File: config.mk
export PLATFORM = sky130hd
export DESIGN_NAME = cursor_array_list
export DESIGN_NICKNAME = d
export VERILOG_FILES = /design/src/cal_pkg.sv /design/src/cal_ram.sv /design/src/cal_core.sv /design/src/cursor_array_list.sv
export SDC_FILE = /design/constraint.sdc
export NUM_CORES = 2
export LEC_CHECK = 0
export ABC_AREA = 1
export BUFFER_PORTS_ARGS = -buffer_cell sky130_fd_sc_hd__buf_4
export CORE_ASPECT_RATIO = 0.5
export CORE_UTILIZATION = 57
export DETAILED_ROUTE_END_ITERATION = 12
export GPL_TIMING_DRIVEN = 1
export HOLD_SLACK_MARGIN = 0.02
export PLACE_DENSITY_LB_ADDON = 0.12
export SYNTH_ARGS = -nofsm -noshare
export SYNTH_HDL_FRONTEND = slang
export SYNTH_HIERARCHICAL = 1
export SYNTH_SLANG_ARGS = --single-unit
File: constraint.sdc
create_clock -name clk_i -period 7.75 [get_ports clk_i]
set_clock_uncertainty 0.1 [all_clocks]
set_input_delay 0.3875 -clock clk_i [delete_from_list [all_inputs] [get_ports clk_i]]
set_output_delay 0.3875 -clock clk_i [all_outputs]
set_load 0.02 [all_outputs]
File: src/cal_pkg.sv
// Shared types and codes for the cursor array list.
// No dependencies; used by cal_core, cursor_array_list and cal_checker.
`default_nettype none

package cal_pkg;

  localparam logic [6:0] LIMIT_RESET = 7'd64;

  typedef enum logic [3:0] {
    RQ_INSERT = 4'd0,
    RQ_APPEND = 4'd1,
    RQ_REMOVE = 4'd2,
    RQ_READ   = 4'd3,
    RQ_SET    = 4'd4,
    RQ_NEXT   = 4'd5,
    RQ_PREV   = 4'd6,
    RQ_START  = 4'd7,
    RQ_END    = 4'd8,
    RQ_CLEAR  = 4'd9,
    RQ_FIND   = 4'd10
  } cal_req_e;

  typedef enum logic [2:0] {
    ST_OK        = 3'd0,
    ST_FULL      = 3'd1,
    ST_EMPTY     = 3'd2,
    ST_NO_ELEM   = 3'd3,
    ST_BAD_INDEX = 3'd4,
    ST_BOUNDARY  = 3'd5,
    ST_NOT_FOUND = 3'd6
  } cal_status_e;

  typedef struct packed {
    logic [3:0]         req_type;
    logic signed [31:0] value;
    logic [5:0]         index;
  } cal_req_t;

  typedef struct packed {
    logic [2:0]         status;
    logic signed [31:0] element;
    logic [6:0]         position;
    logic [6:0]         count;
  } cal_res_t;

endpackage

`default_nettype wire

File: src/cal_ram.sv
// Generic single-write, single-read RAM with registered read data.
// No dependencies.
`default_nettype none

module cal_ram #(
  parameter int WIDTH = 32,
  parameter int DEPTH = 64
) (
  input  wire logic                     clk_i,
  input  wire logic                     we_i,
  input  wire logic [$clog2(DEPTH)-1:0] waddr_i,
  input  wire logic [WIDTH-1:0]         wdata_i,
  input  wire logic                     re_i,
  input  wire logic [$clog2(DEPTH)-1:0] raddr_i,
  output logic      [WIDTH-1:0]         rdata_o
);

  logic [WIDTH-1:0] mem_q [DEPTH];
  logic [WIDTH-1:0] rdata_q;

  // read returns the old word on a same-address write
  always_ff @(posedge clk_i) begin
    if (we_i) begin
      mem_q[waddr_i] <= wdata_i;
    end
    if (re_i) begin
      rdata_q <= mem_q[raddr_i];
    end
  end

  assign rdata_o = rdata_q;

endmodule

`default_nettype wire

File: src/cal_core.sv
// Sequencer and datapath of the cursor array list: count, cursor, walk index
// and one compare unit over a single-port-pair RAM. Uses cal_pkg and cal_ram.
`default_nettype none

module cal_core #(
  parameter int CAPACITY      = 64,
  parameter int ELEMENT_WIDTH = 32
) (
  input  wire logic              clk_i,
  input  wire logic              rst_ni,
  input  wire logic [6:0]        limit_i,
  input  wire logic              req_valid_i,
  output logic                   req_ready_o,
  input  wire cal_pkg::cal_req_t req_i,
  output logic                   res_valid_o,
  input  wire logic              res_ready_i,
  output cal_pkg::cal_res_t      res_o
);

  localparam int CW = $clog2(CAPACITY + 1);
  localparam int AW = $clog2(CAPACITY);
  localparam int LW = (CW > 7) ? CW : 7;
  localparam int EW = ELEMENT_WIDTH;
  localparam int MW = (EW < 32) ? EW : 32;

  typedef enum logic [4:0] {
    S_IDLE  = 5'b00001,
    S_SHIFT = 5'b00010,
    S_FIND  = 5'b00100,
    S_ELEM  = 5'b01000,
    S_RESP  = 5'b10000
  } cal_state_e;

  cal_state_e          state_q, state_d;
  logic [CW-1:0]       fill_q, fill_d;
  logic [CW-1:0]       cursor_q, cursor_d;
  logic [CW-1:0]       idx_q, idx_d;
  logic                pend_q, pend_d;
  logic                ins_q, ins_d;
  logic                find_q, find_d;
  cal_pkg::cal_status_e status_q, status_d;
  logic [EW-1:0]       val_q, val_d;
  logic [AW-1:0]       dst_q, dst_d;
  logic [CW-1:0]       fpos_q, fpos_d;

  logic                ram_we;
  logic [AW-1:0]       ram_waddr;
  logic [EW-1:0]       ram_wdata;
  logic                ram_re;
  logic [AW-1:0]       ram_raddr;
  logic [EW-1:0]       rdata;

  logic [EW-1:0]       val_ext;
  logic [31:0]         elem_ext;
  logic [LW-1:0]       lim;
  logic                full;
  logic [CW-1:0]       idx_prev;
  logic [CW:0]         idx_next;
  logic                more;
  logic [LW-1:0]       pos_w;
  logic [LW-1:0]       cnt_w;

  always_comb begin
    val_ext = '0;
    val_ext[MW-1:0] = req_i.value[MW-1:0];
    elem_ext = '0;
    elem_ext[MW-1:0] = rdata[MW-1:0];
  end

  assign lim  = (LW'(limit_i) > LW'(CAPACITY)) ? LW'(CAPACITY) : LW'(limit_i);
  assign full = LW'(fill_q) >= lim;

  assign idx_prev = idx_q - 1'b1;
  assign idx_next = {1'b0, idx_q} + 1'b1;
  // insert walks down to the cursor, remove walks up to the last entry
  assign more = ins_q ? (idx_q != cursor_q) : (idx_next < {1'b0, fill_q});

  always_comb begin
    state_d   = state_q;
    fill_d    = fill_q;
    cursor_d  = cursor_q;
    idx_d     = idx_q;
    pend_d    = pend_q;
    ins_d     = ins_q;
    find_d    = find_q;
    status_d  = status_q;
    val_d     = val_q;
    dst_d     = dst_q;
    fpos_d    = fpos_q;
    ram_we    = 1'b0;
    ram_waddr = dst_q;
    ram_wdata = rdata;
    ram_re    = 1'b0;
    ram_raddr = '0;

    case (state_q)
      S_IDLE: begin
        if (req_valid_i) begin
          val_d    = val_ext;
          find_d   = 1'b0;
          status_d = cal_pkg::ST_OK;
          state_d  = S_ELEM;
          case (req_i.req_type)
            cal_pkg::RQ_INSERT: begin
              if (full) begin
                status_d = cal_pkg::ST_FULL;
              end else begin
                idx_d   = fill_q;
                ins_d   = 1'b1;
                pend_d  = 1'b0;
                state_d = S_SHIFT;
              end
            end
            cal_pkg::RQ_APPEND: begin
              if (full) begin
                status_d = cal_pkg::ST_FULL;
              end else begin
                ram_we    = 1'b1;
                ram_waddr = fill_q[AW-1:0];
                ram_wdata = val_ext;
                fill_d    = fill_q + 1'b1;
              end
            end
            cal_pkg::RQ_REMOVE: begin
              if (fill_q == '0) begin
                status_d = cal_pkg::ST_EMPTY;
              end else if (cursor_q >= fill_q) begin
                status_d = cal_pkg::ST_NO_ELEM;
              end else begin
                idx_d   = cursor_q;
                ins_d   = 1'b0;
                pend_d  = 1'b0;
                state_d = S_SHIFT;
              end
            end
            cal_pkg::RQ_READ: begin
              if (fill_q == '0) begin
                status_d = cal_pkg::ST_EMPTY;
              end else if (cursor_q >= fill_q) begin
                status_d = cal_pkg::ST_NO_ELEM;
              end
            end
            cal_pkg::RQ_SET: begin
              if (LW'(req_i.index) < LW'(fill_q)) begin
                cursor_d = CW'(req_i.index);
              end else begin
                status_d = cal_pkg::ST_BAD_INDEX;
              end
            end
            cal_pkg::RQ_NEXT: begin
              if (cursor_q >= fill_q) begin
                status_d = cal_pkg::ST_BOUNDARY;
              end else begin
                cursor_d = cursor_q + 1'b1;
              end
            end
            cal_pkg::RQ_PREV: begin
              if (cursor_q == '0) begin
                status_d = cal_pkg::ST_BOUNDARY;
              end else begin
                cursor_d = cursor_q - 1'b1;
              end
            end
            cal_pkg::RQ_START: begin
              if (cursor_q == '0) begin
                status_d = cal_pkg::ST_BOUNDARY;
              end else begin
                cursor_d = '0;
              end
            end
            cal_pkg::RQ_END: begin
              if (cursor_q == fill_q) begin
                status_d = cal_pkg::ST_BOUNDARY;
              end else begin
                cursor_d = fill_q;
              end
            end
            cal_pkg::RQ_CLEAR: begin
              fill_d   = '0;
              cursor_d = '0;
            end
            cal_pkg::RQ_FIND: begin
              idx_d   = '0;
              pend_d  = 1'b0;
              find_d  = 1'b1;
              state_d = S_FIND;
            end
            default: begin
              status_d = cal_pkg::ST_BAD_INDEX;
            end
          endcase
        end
      end

      S_SHIFT: begin
        // word read last cycle lands one place over
        if (pend_q) begin
          ram_we    = 1'b1;
          ram_waddr = dst_q;
          ram_wdata = rdata;
        end
        if (more) begin
          ram_re    = 1'b1;
          ram_raddr = ins_q ? idx_prev[AW-1:0] : idx_next[AW-1:0];
          dst_d     = idx_q[AW-1:0];
          pend_d    = 1'b1;
          idx_d     = ins_q ? idx_prev : idx_next[CW-1:0];
        end else if (pend_q) begin
          pend_d = 1'b0;
        end else begin
          if (ins_q) begin
            ram_we    = 1'b1;
            ram_waddr = cursor_q[AW-1:0];
            ram_wdata = val_q;
            fill_d    = fill_q + 1'b1;
          end else begin
            fill_d = fill_q - 1'b1;
          end
          state_d = S_ELEM;
        end
      end

      S_FIND: begin
        if (pend_q && (rdata == val_q)) begin
          status_d = cal_pkg::ST_OK;
          fpos_d   = CW'(dst_q);
          pend_d   = 1'b0;
          state_d  = S_ELEM;
        end else if (idx_q < fill_q) begin
          ram_re    = 1'b1;
          ram_raddr = idx_q[AW-1:0];
          dst_d     = idx_q[AW-1:0];
          pend_d    = 1'b1;
          idx_d     = idx_next[CW-1:0];
        end else begin
          status_d = cal_pkg::ST_NOT_FOUND;
          fpos_d   = fill_q;
          pend_d   = 1'b0;
          state_d  = S_ELEM;
        end
      end

      S_ELEM: begin
        // address wraps when the cursor sits at capacity; data unused then
        ram_re    = 1'b1;
        ram_raddr = cursor_q[AW-1:0];
        state_d   = S_RESP;
      end

      S_RESP: begin
        if (res_ready_i) begin
          state_d = S_IDLE;
        end
      end

      default: begin
        state_d = S_IDLE;
      end
    endcase
  end

  always_ff @(posedge clk_i or negedge rst_ni) begin
    if (!rst_ni) begin
      state_q  <= S_IDLE;
      fill_q   <= '0;
      cursor_q <= '0;
      idx_q    <= '0;
      pend_q   <= 1'b0;
      ins_q    <= 1'b0;
      find_q   <= 1'b0;
      status_q <= cal_pkg::ST_OK;
    end else begin
      state_q  <= state_d;
      fill_q   <= fill_d;
      cursor_q <= cursor_d;
      idx_q    <= idx_d;
      pend_q   <= pend_d;
      ins_q    <= ins_d;
      find_q   <= find_d;
      status_q <= status_d;
    end
  end

  always_ff @(posedge clk_i) begin
    val_q  <= val_d;
    dst_q  <= dst_d;
    fpos_q <= fpos_d;
  end

  cal_ram #(
    .WIDTH (EW),
    .DEPTH (CAPACITY)
  ) u_cal_ram (
    .clk_i   (clk_i),
    .we_i    (ram_we),
    .waddr_i (ram_waddr),
    .wdata_i (ram_wdata),
    .re_i    (ram_re),
    .raddr_i (ram_raddr),
    .rdata_o (rdata)
  );

  assign pos_w = find_q ? LW'(fpos_q) : LW'(cursor_q);
  assign cnt_w = LW'(fill_q);

  assign req_ready_o    = (state_q == S_IDLE);
  assign res_valid_o    = (state_q == S_RESP);
  assign res_o.status   = status_q;
  assign res_o.element  = (cursor_q < fill_q) ? elem_ext : '1;
  assign res_o.position = pos_w[6:0];
  assign res_o.count    = cnt_w[6:0];

endmodule

`default_nettype wire

File: src/cursor_array_list.sv
// Cursor array list: a list of up to CAPACITY words with a cursor, driven by
// one request at a time. Read, append, cursor moves, clear and rejected
// requests pass through the element read state and the response state into
// the output register. Insert first moves each word from the cursor onward
// one place up and then writes the new word at the cursor; remove moves each
// word after the cursor one place down. Find compares words from index zero
// until a hit or the end of the list. The list RAM moves or compares one word
// per cycle. A new request is taken once the previous result has moved into
// the output register, even if that word is not yet collected. Stored words
// need no clearing after reset. Depends on cal_pkg and cal_core.
`default_nettype none

module cursor_array_list #(
  parameter int CAPACITY      = 64,
  parameter int ELEMENT_WIDTH = 32
) (
  input  wire logic              clk_i,
  input  wire logic              rst_ni,
  input  wire logic              cfg_we_i,
  input  wire logic [6:0]        cfg_wdata_i,
  input  wire logic              in_valid_i,
  output logic                   in_ready_o,
  input  wire cal_pkg::cal_req_t in_data_i,
  output logic                   out_valid_o,
  input  wire logic              out_ready_i,
  output cal_pkg::cal_res_t      out_data_o
);

  logic [6:0]        limit_q, limit_d;
  logic              out_valid_q, out_valid_d;
  cal_pkg::cal_res_t out_data_q, out_data_d;
  logic              res_valid;
  logic              res_ready;
  cal_pkg::cal_res_t res;

  assign res_ready = !out_valid_q || out_ready_i;

  always_comb begin
    limit_d     = cfg_we_i ? cfg_wdata_i : limit_q;
    out_valid_d = out_valid_q;
    out_data_d  = out_data_q;
    if (res_valid && res_ready) begin
      out_valid_d = 1'b1;
      out_data_d  = res;
    end else if (out_ready_i) begin
      out_valid_d = 1'b0;
    end
  end

  always_ff @(posedge clk_i or negedge rst_ni) begin
    if (!rst_ni) begin
      limit_q     <= cal_pkg::LIMIT_RESET;
      out_valid_q <= 1'b0;
    end else begin
      limit_q     <= limit_d;
      out_valid_q <= out_valid_d;
    end
  end

  always_ff @(posedge clk_i) begin
    out_data_q <= out_data_d;
  end

  cal_core #(
    .CAPACITY      (CAPACITY),
    .ELEMENT_WIDTH (ELEMENT_WIDTH)
  ) u_cal_core (
    .clk_i       (clk_i),
    .rst_ni      (rst_ni),
    .limit_i     (limit_q),
    .req_valid_i (in_valid_i),
    .req_ready_o (in_ready_o),
    .req_i       (in_data_i),
    .res_valid_o (res_valid),
    .res_ready_i (res_ready),
    .res_o       (res)
  );

  assign out_valid_o = out_valid_q;
  assign out_data_o  = out_data_q;

endmodule

`default_nettype wire

Word-level counts from Yosys, hierarchy flattened:

Memory sizes are Yosys's and may differ from the RTL's. A register that Yosys moved wholly into a read port is not among the register bits.
Index checks and enable logic that the tools add are counted.
W data, S select, Z words.

* flip-flop bits (word level): 134
* bits in writable memories: 2048
* input bits: 54
* output and inout bits: 51
* word-level logic and storage cells: 200
* memories: 1

Memory list
* u_cal_core.u_cal_ram.mem_q: words 64, width 32, rd ports 1, clocked after memory_dff 1, write ports 1, line cal_ram.sv:18 `logic [WIDTH-1:0] mem_q [DEPTH];`

* add/subtract/negate cells: 6
* magnitude comparators: 7
* equal/unequal tests: 41
* mux-type cells: 99
* reductions and logical operators: 28

Operator list (number)
* $mux W32: 6
* $mux W7: 21
* $mux W6: 14
* $pmux W32 S2: 1
* $pmux W7 S3: 2
* $pmux W7 S6: 1
* $mux W5: 7
* $eq A32 B32 Y1: 1
* $pmux W7 S2: 2
* $pmux W5 S5: 1
* $mux W3: 8
* $pmux W6 S2: 2
* $mux W1: 22
* $ne A2 B2 Y1 const B: 11
* $pmux W3 S7: 1
* $sub A7 B1 Y7 const B: 3
* $pmux W6 S3: 1
* $reduce_and A6 Y1: 3
* $eq A4 B3 Y1 const B: 4
* $pmux W5 S3: 1
* $add A7 B1 Y7 const B: 2
* $ge A7 B7 Y1: 2
* $logic_not A7 Y1: 2
* $lt A7 B7 Y1: 2
* other kinds (38): 61

Depth between registers and ports, before layout:

* depth in word-level cells: 9
* mapped depth: 26
* depth with buffers taken out: 22

Hierarchy:

Netlist, hierarchy kept.

Modules (own cells, without submodules)
* cal_ram: instances 1, cells an instance 6785, area each 83106.0 µm², seq. area each 62459.9 µm²
* cal_core: instances 1, cells an instance 1100, area each 7389.6 µm², seq. area each 2153.3 µm²
* cursor_array_list: instances 1, cells an instance 84, area each 1803.0 µm², seq. area each 1672.9 µm²

Worst setup path after synthesis:

No wires, ideal clock.

* path kind: register to register
* start point: reg limit_q[4]
* end point: mem u_cal_core.u_cal_ram.mem_q[55][0] (enable)
* setup time: 0.461 ns
* arrival: 4.837 ns
* required time: 7.189 ns
* setup slack: 2.352 ns
* stages on the path, launching flop included: 17
* buffers on the path: 0
* period minus slack after synthesis: 5.398 ns
* cells stage by stage: dfrtp_1 > nor4_1 > nand2_1 > nand2_1 > nand2_1 > ha_1 > a21oi_1 > nand2_1 > nand2_1 > nand3_1 > nor2_2 > nand2_2 > o221ai_1 > inv_1 > nor3_1 > inv_1 > nor3_1

* elaborated cells on any way between the ends: 13
* those cells by class: 2 x order compare; 11 x mux

RTL lines
* from (decl): line cursor_array_list.sv:29 `logic [6:0] limit_q, limit_d;`
* from (signal assigned): line cursor_array_list.sv:52 `limit_q <= cal_pkg::LIMIT_RESET;`
* from (signal assigned): line cursor_array_list.sv:55 `limit_q <= limit_d;`
* $gt A7 B7 Y1: line cal_core.sv:70 `assign lim = (LW'(limit_i) > LW'(CAPACITY)) ? LW'(CAPACITY) : LW'(limit_i);`
* $mux W7 *: line cal_core.sv:70
* $ge A7 B7 Y1 *: line cal_core.sv:71 `assign full = LW'(fill_q) >= lim;`
* $mux W6 *: line cal_core.sv:115 `if (full) begin`
* $mux W6 *: line cal_core.sv:103 `case (req_i.req_type)`
* $mux W6 *: line cal_core.sv:98 `if (req_valid_i) begin`
* $pmux W6 S2 *: line cal_core.sv:96 `case (state_q)`
* named net u_cal_core.ram_waddr[2]: line cal_core.sv:47 `logic [AW-1:0] ram_waddr;`
* to (decl): line cal_ram.sv:18

The timed path passes the listed nets; every way through them passes the cells marked *.

Final worst setup path:

* start point: reg limit_q[4]
* end point: mem u_cal_core.u_cal_ram.mem_q[23][14] (enable)

The elaborated chain is that of the path after synthesis.

==> metrics.md <==
| Metric | Value |
|---|---|
| DP Wirelength | roughly 150 mm |
| Gr ovfl total | 0 |
| RSZ-0062 raised after global routing | no |
| Vias in the first global route | between 50k and 60k |
| Gate Count Post-Synth | roughly 8.0k |
| Main synth FF type | edfxtp_1 |
| Post-Syn Area | 92300 um^2 |
| Pwr/cell area | 305 nW/um^2 |
| Cells along the critical path | nor4_1 -> nand2_1 -> nand2_1 -> nand2_1 -> ha_1 -> nand2_1 -> a21oi_1 -> nor2_1 -> nand3_1 -> nor2_2 -> nand2_2 -> nand2_2 -> buf_4 -> o221ai_1 -> inv_1 -> nand3_1 -> nor2_4 -> buf_4 |
| Worst-path fanout max | 35 |
| Endpoints failing hold | 0 |
| Total power draw | about 31000 uW |
| Cell Count, Final, Fillers Out | just over 10k |
| Worst-Margin Slew | between 1 and 1.5 ns |
| Most common cell after layout, fill and taps aside | nand2_1 |
| Fill cell count | 12.2k |
| Area grow syn2layout | 10.6% |
| Fraction of layout cells with a size suffix above 1 | under 10% |
| Clk buf depth | 4 |
| Core Area | between 150000 and 200000 um^2 |
| Die area | roughly 160000 um^2 |
| DRC violations left | 0 |
| Worst setup EP type | register |
| CP required | between 8 and 9 ns |
| Critical path class | reg -> reg |
| Routed len/inst | between 20 and 30 um |
| Initial antenna violation count | 14 |
| Post-CTS setup buffers | 0 |
| First-pass GRT wire length | just under 400 mm |
| Placer Congestion | between 0.9 and 1 |
| Min-Delay Path Class | in -> async |
| I/O Pins | between 100 and 150 |
| Die Width | 571 um |
| Seq cells post-synth | approximately 2.2k |
| Detailed Routing Iterations Pass 1 | 6 |
| Synthesized Nets | about 8.1k |
| Sequential-to-total area share from yosys stat | a little under three quarters |
| Slowest-stage cell, CP | nor2_4 |
| Commonest non-fill, non-tap cells in the layout | nand2_1 (2644), edfxtp_1 (2174), nand3_1 (1976) |
| Fin nets | about 8.1k |
| All-layer global routing usage | roughly 33% |
| Detail Route Antenna Nets | 0 |
| Yosys warnings | 6 |
| Skew-Pair Late Insertion Delay | about 0.84 ns |
| Final wirelength | ~270 mm |
| Crit share post-route | 77.8% |
| Tmin final | approximately 6.0 ns |
| Clock transition at path regs | approximately 0.07 ns |
| Total number of vias | 63.6k |
| Setup TNS | 0 ns |
| Startpoint Class | register |
| Final WS setup | roughly 1.7 ns |
| Cell mode on critical path | nand2_1 |
| Critical path's largest stage delay | 0.82 ns |
| Largest net degree at the start of global routing | approximately 210 |
| Die Ht | 287 um |
| Initial Util | 57.9% |
| Placed cell area | about 96000 um^2 |
| PortBufs | 104 |
| Asr flop ratio synth | around 1.8% |
| VDD IR max | around 0.26 mV |
| Total CTS buffers | 196 |
| Vias per inst | 6.15 |
| Worst slack, placed | 1.84 ns |
| Post-Syn Area per Cell | 11.6 um^2 |
| H-tree Lvls | 4 |
| Fin area | a little over 100000 um^2 |
| WP data arrival | ~6.4 ns |
| Worst Path Buf+Inv | 3 |
| Row cnt | roughly 100 |
| Status | finished clean |
| Slew margin rel. | 4.96% |
| Max Clock Freq | 166 MHz |
| Initial drt markers | around 10k |
| Max Slew Vio Count | 0 |
| Max cap viols | 0 |
| Root buffer cell | clkbuf_16 |
| Leakage | 0.0364 uW |
| Setup-failing EPs final | 0 |
| Crit-path leading delay family | simple AND/OR/NAND/NOR gates |
| TritonCTS clock tree | yes |
| Post-synth cell types | 50 |
| Placed cells | about 9.9k |
| Clk sink count | 2214 |
| Post-synth EDFFs | 2174 |
synth_stat cells (5+ instances only):
| cell | count | area, um^2 |
|---|---|---|
| nand2_1 | 2644 | 9920 |
| edfxtp_1 | 2174 | 65300 |
| nand3_1 | 1976 | 9890 |
| buf_2 | 265 | 1330 |
| inv_1 | 165 | 619 |
| nor2_1 | 144 | 541 |
| clkbuf_1 | 96 | 360 |
| o211ai_1 | 71 | 533 |
| buf_1 | 57 | 214 |
| o21ai_0 | 52 | 260 |
| buf_4 | 43 | 323 |
| ha_1 | 40 | 500 |
| dfrtp_1 | 38 | 951 |
| nand4_1 | 30 | 188 |
| a21oi_1 | 25 | 125 |
| nor3_1 | 20 | 100 |
| buf_6 | 19 | 214 |
| xor2_1 | 12 | 105 |
| inv_2 | 11 | 41.3 |
| o211ai_2 | 11 | 138 |
| o221ai_1 | 9 | 78.8 |
| o22ai_1 | 9 | 56.3 |
| nand2_2 | 8 | 50.1 |
| nor2_2 | 5 | 31.3 |
cell type report:
type / instances / area, um^2 / area share [%]
well taps: 2152 / 2690 / 2.64
multi-input cells: 5094 / 23400 / 22.9
repair buffers: 350 / 3100 / 3.04
flip-flops and latches: 2214 / 66300 / 65.0
diodes: 3 / 7.51 / 0.00736
clock buffers: 248 / 5170 / 5.07
inverters: 180 / 714 / 0.700
clock inverters: 96 / 687 / 0.673
report_power, final:
part	switching (uW)	total, uW	internal (uW)
sequential	253	14700	14400
clock	4320	9300	4980
combinational	5540	7180	1630
total	10100	31200	21100
kinds of logic after synthesis:
kind of cell | Yosys count | share of synthesized area [%]
xor gates and xnor gates | 15 | 0.142
DFF | 2214 | 71.8
and+or+nand+nor | 4849 | 22.7
buffers and inverters | 661 | 3.38
AOI/OAI and AO/OA | 189 | 1.39
adders and majority gates | 41 | 0.564
per-stage QoR:
stage                     hold slack (ns)  utilization (%)
after floorplan                  -0.00809                -
after global placement              0.336             60.0
after detailed placement            0.333             60.0
after CTS                          0.0410             64.1
after global routing               0.0677             64.1
final                              0.0317             64.1
worst reg2reg max path: stages, from the launching register on:
cell and delay [ns]:
dfrtp_1 0.40, nor4_1 0.28, nand2_1 0.11, nand2_1 0.09, nand2_1 0.07, ha_1 0.32
nand2_1 0.10, a21oi_1 0.06, nor2_1 0.14, nand3_1 0.22, nor2_2 0.20, nand2_2 0.15
nand2_2 0.11, buf_4 0.41, o221ai_1 0.59, inv_1 0.31, nand3_1 0.73, nor2_4 0.83
buf_4 0.48
timing repair:
action / in CTS / in global routing
resized for setup: 0 / 0
endpoints found under the setup margin: 0 / 0
endpoints found under the hold margin: 91 / 0
hold buffers: 68 / 0
state kept, by name (all words and copies together) (netlist names), 3 cells and up:
register,count
u_cal_core/fpos_q,7
u_cal_core/idx_q,7
u_cal_core/dst_q,6
limit_q,7
u_cal_core/u_cal_ram/mem_q,2048
u_cal_core/cnt_w,7
u_cal_core/cursor_q,7
out_data_o,49
u_cal_core/state_q,5
u_cal_core/val_q,32
u_cal_core/u_cal_ram/rdata_o,32
u_cal_core/status_q,3
final timing paths:
path	startpoint	endpoint	slack, ns	cells past startpoint
setup / recovery	limit_q[4]	u_cal_core/u_cal_ram/mem_q[23][14]	1.72	18
setup reg to reg	limit_q[4]	u_cal_core/u_cal_ram/mem_q[23][14]	1.72	18
hold / removal	rst_ni	u_cal_core/pend_q	0.03	2
max in group asynchronous	rst_ni	u_cal_core/status_q[2]	7.07	2
min in group clk_i	in_data_i[41]	u_cal_core/status_q[0]	0.08	6
hold reg to reg	u_cal_core/status_q[1]	out_data_o[47]	0.34	0
metal layers:
| layer | vias up | global-route usage (%) | part of all wire (%) |
|---|---|---|---|
| li1 | 28280 | - | - |
| met1 | 30988 | 50.7 | 41 |
| met2 | 3914 | 46.7 | 42 |
| met3 | 405 | 10.3 | 15 |
| met4 | 2 | 8.15 | 2.5 |
| met5 | - | 0 | 0.0047 |
(Power assumes the default switching activity.)
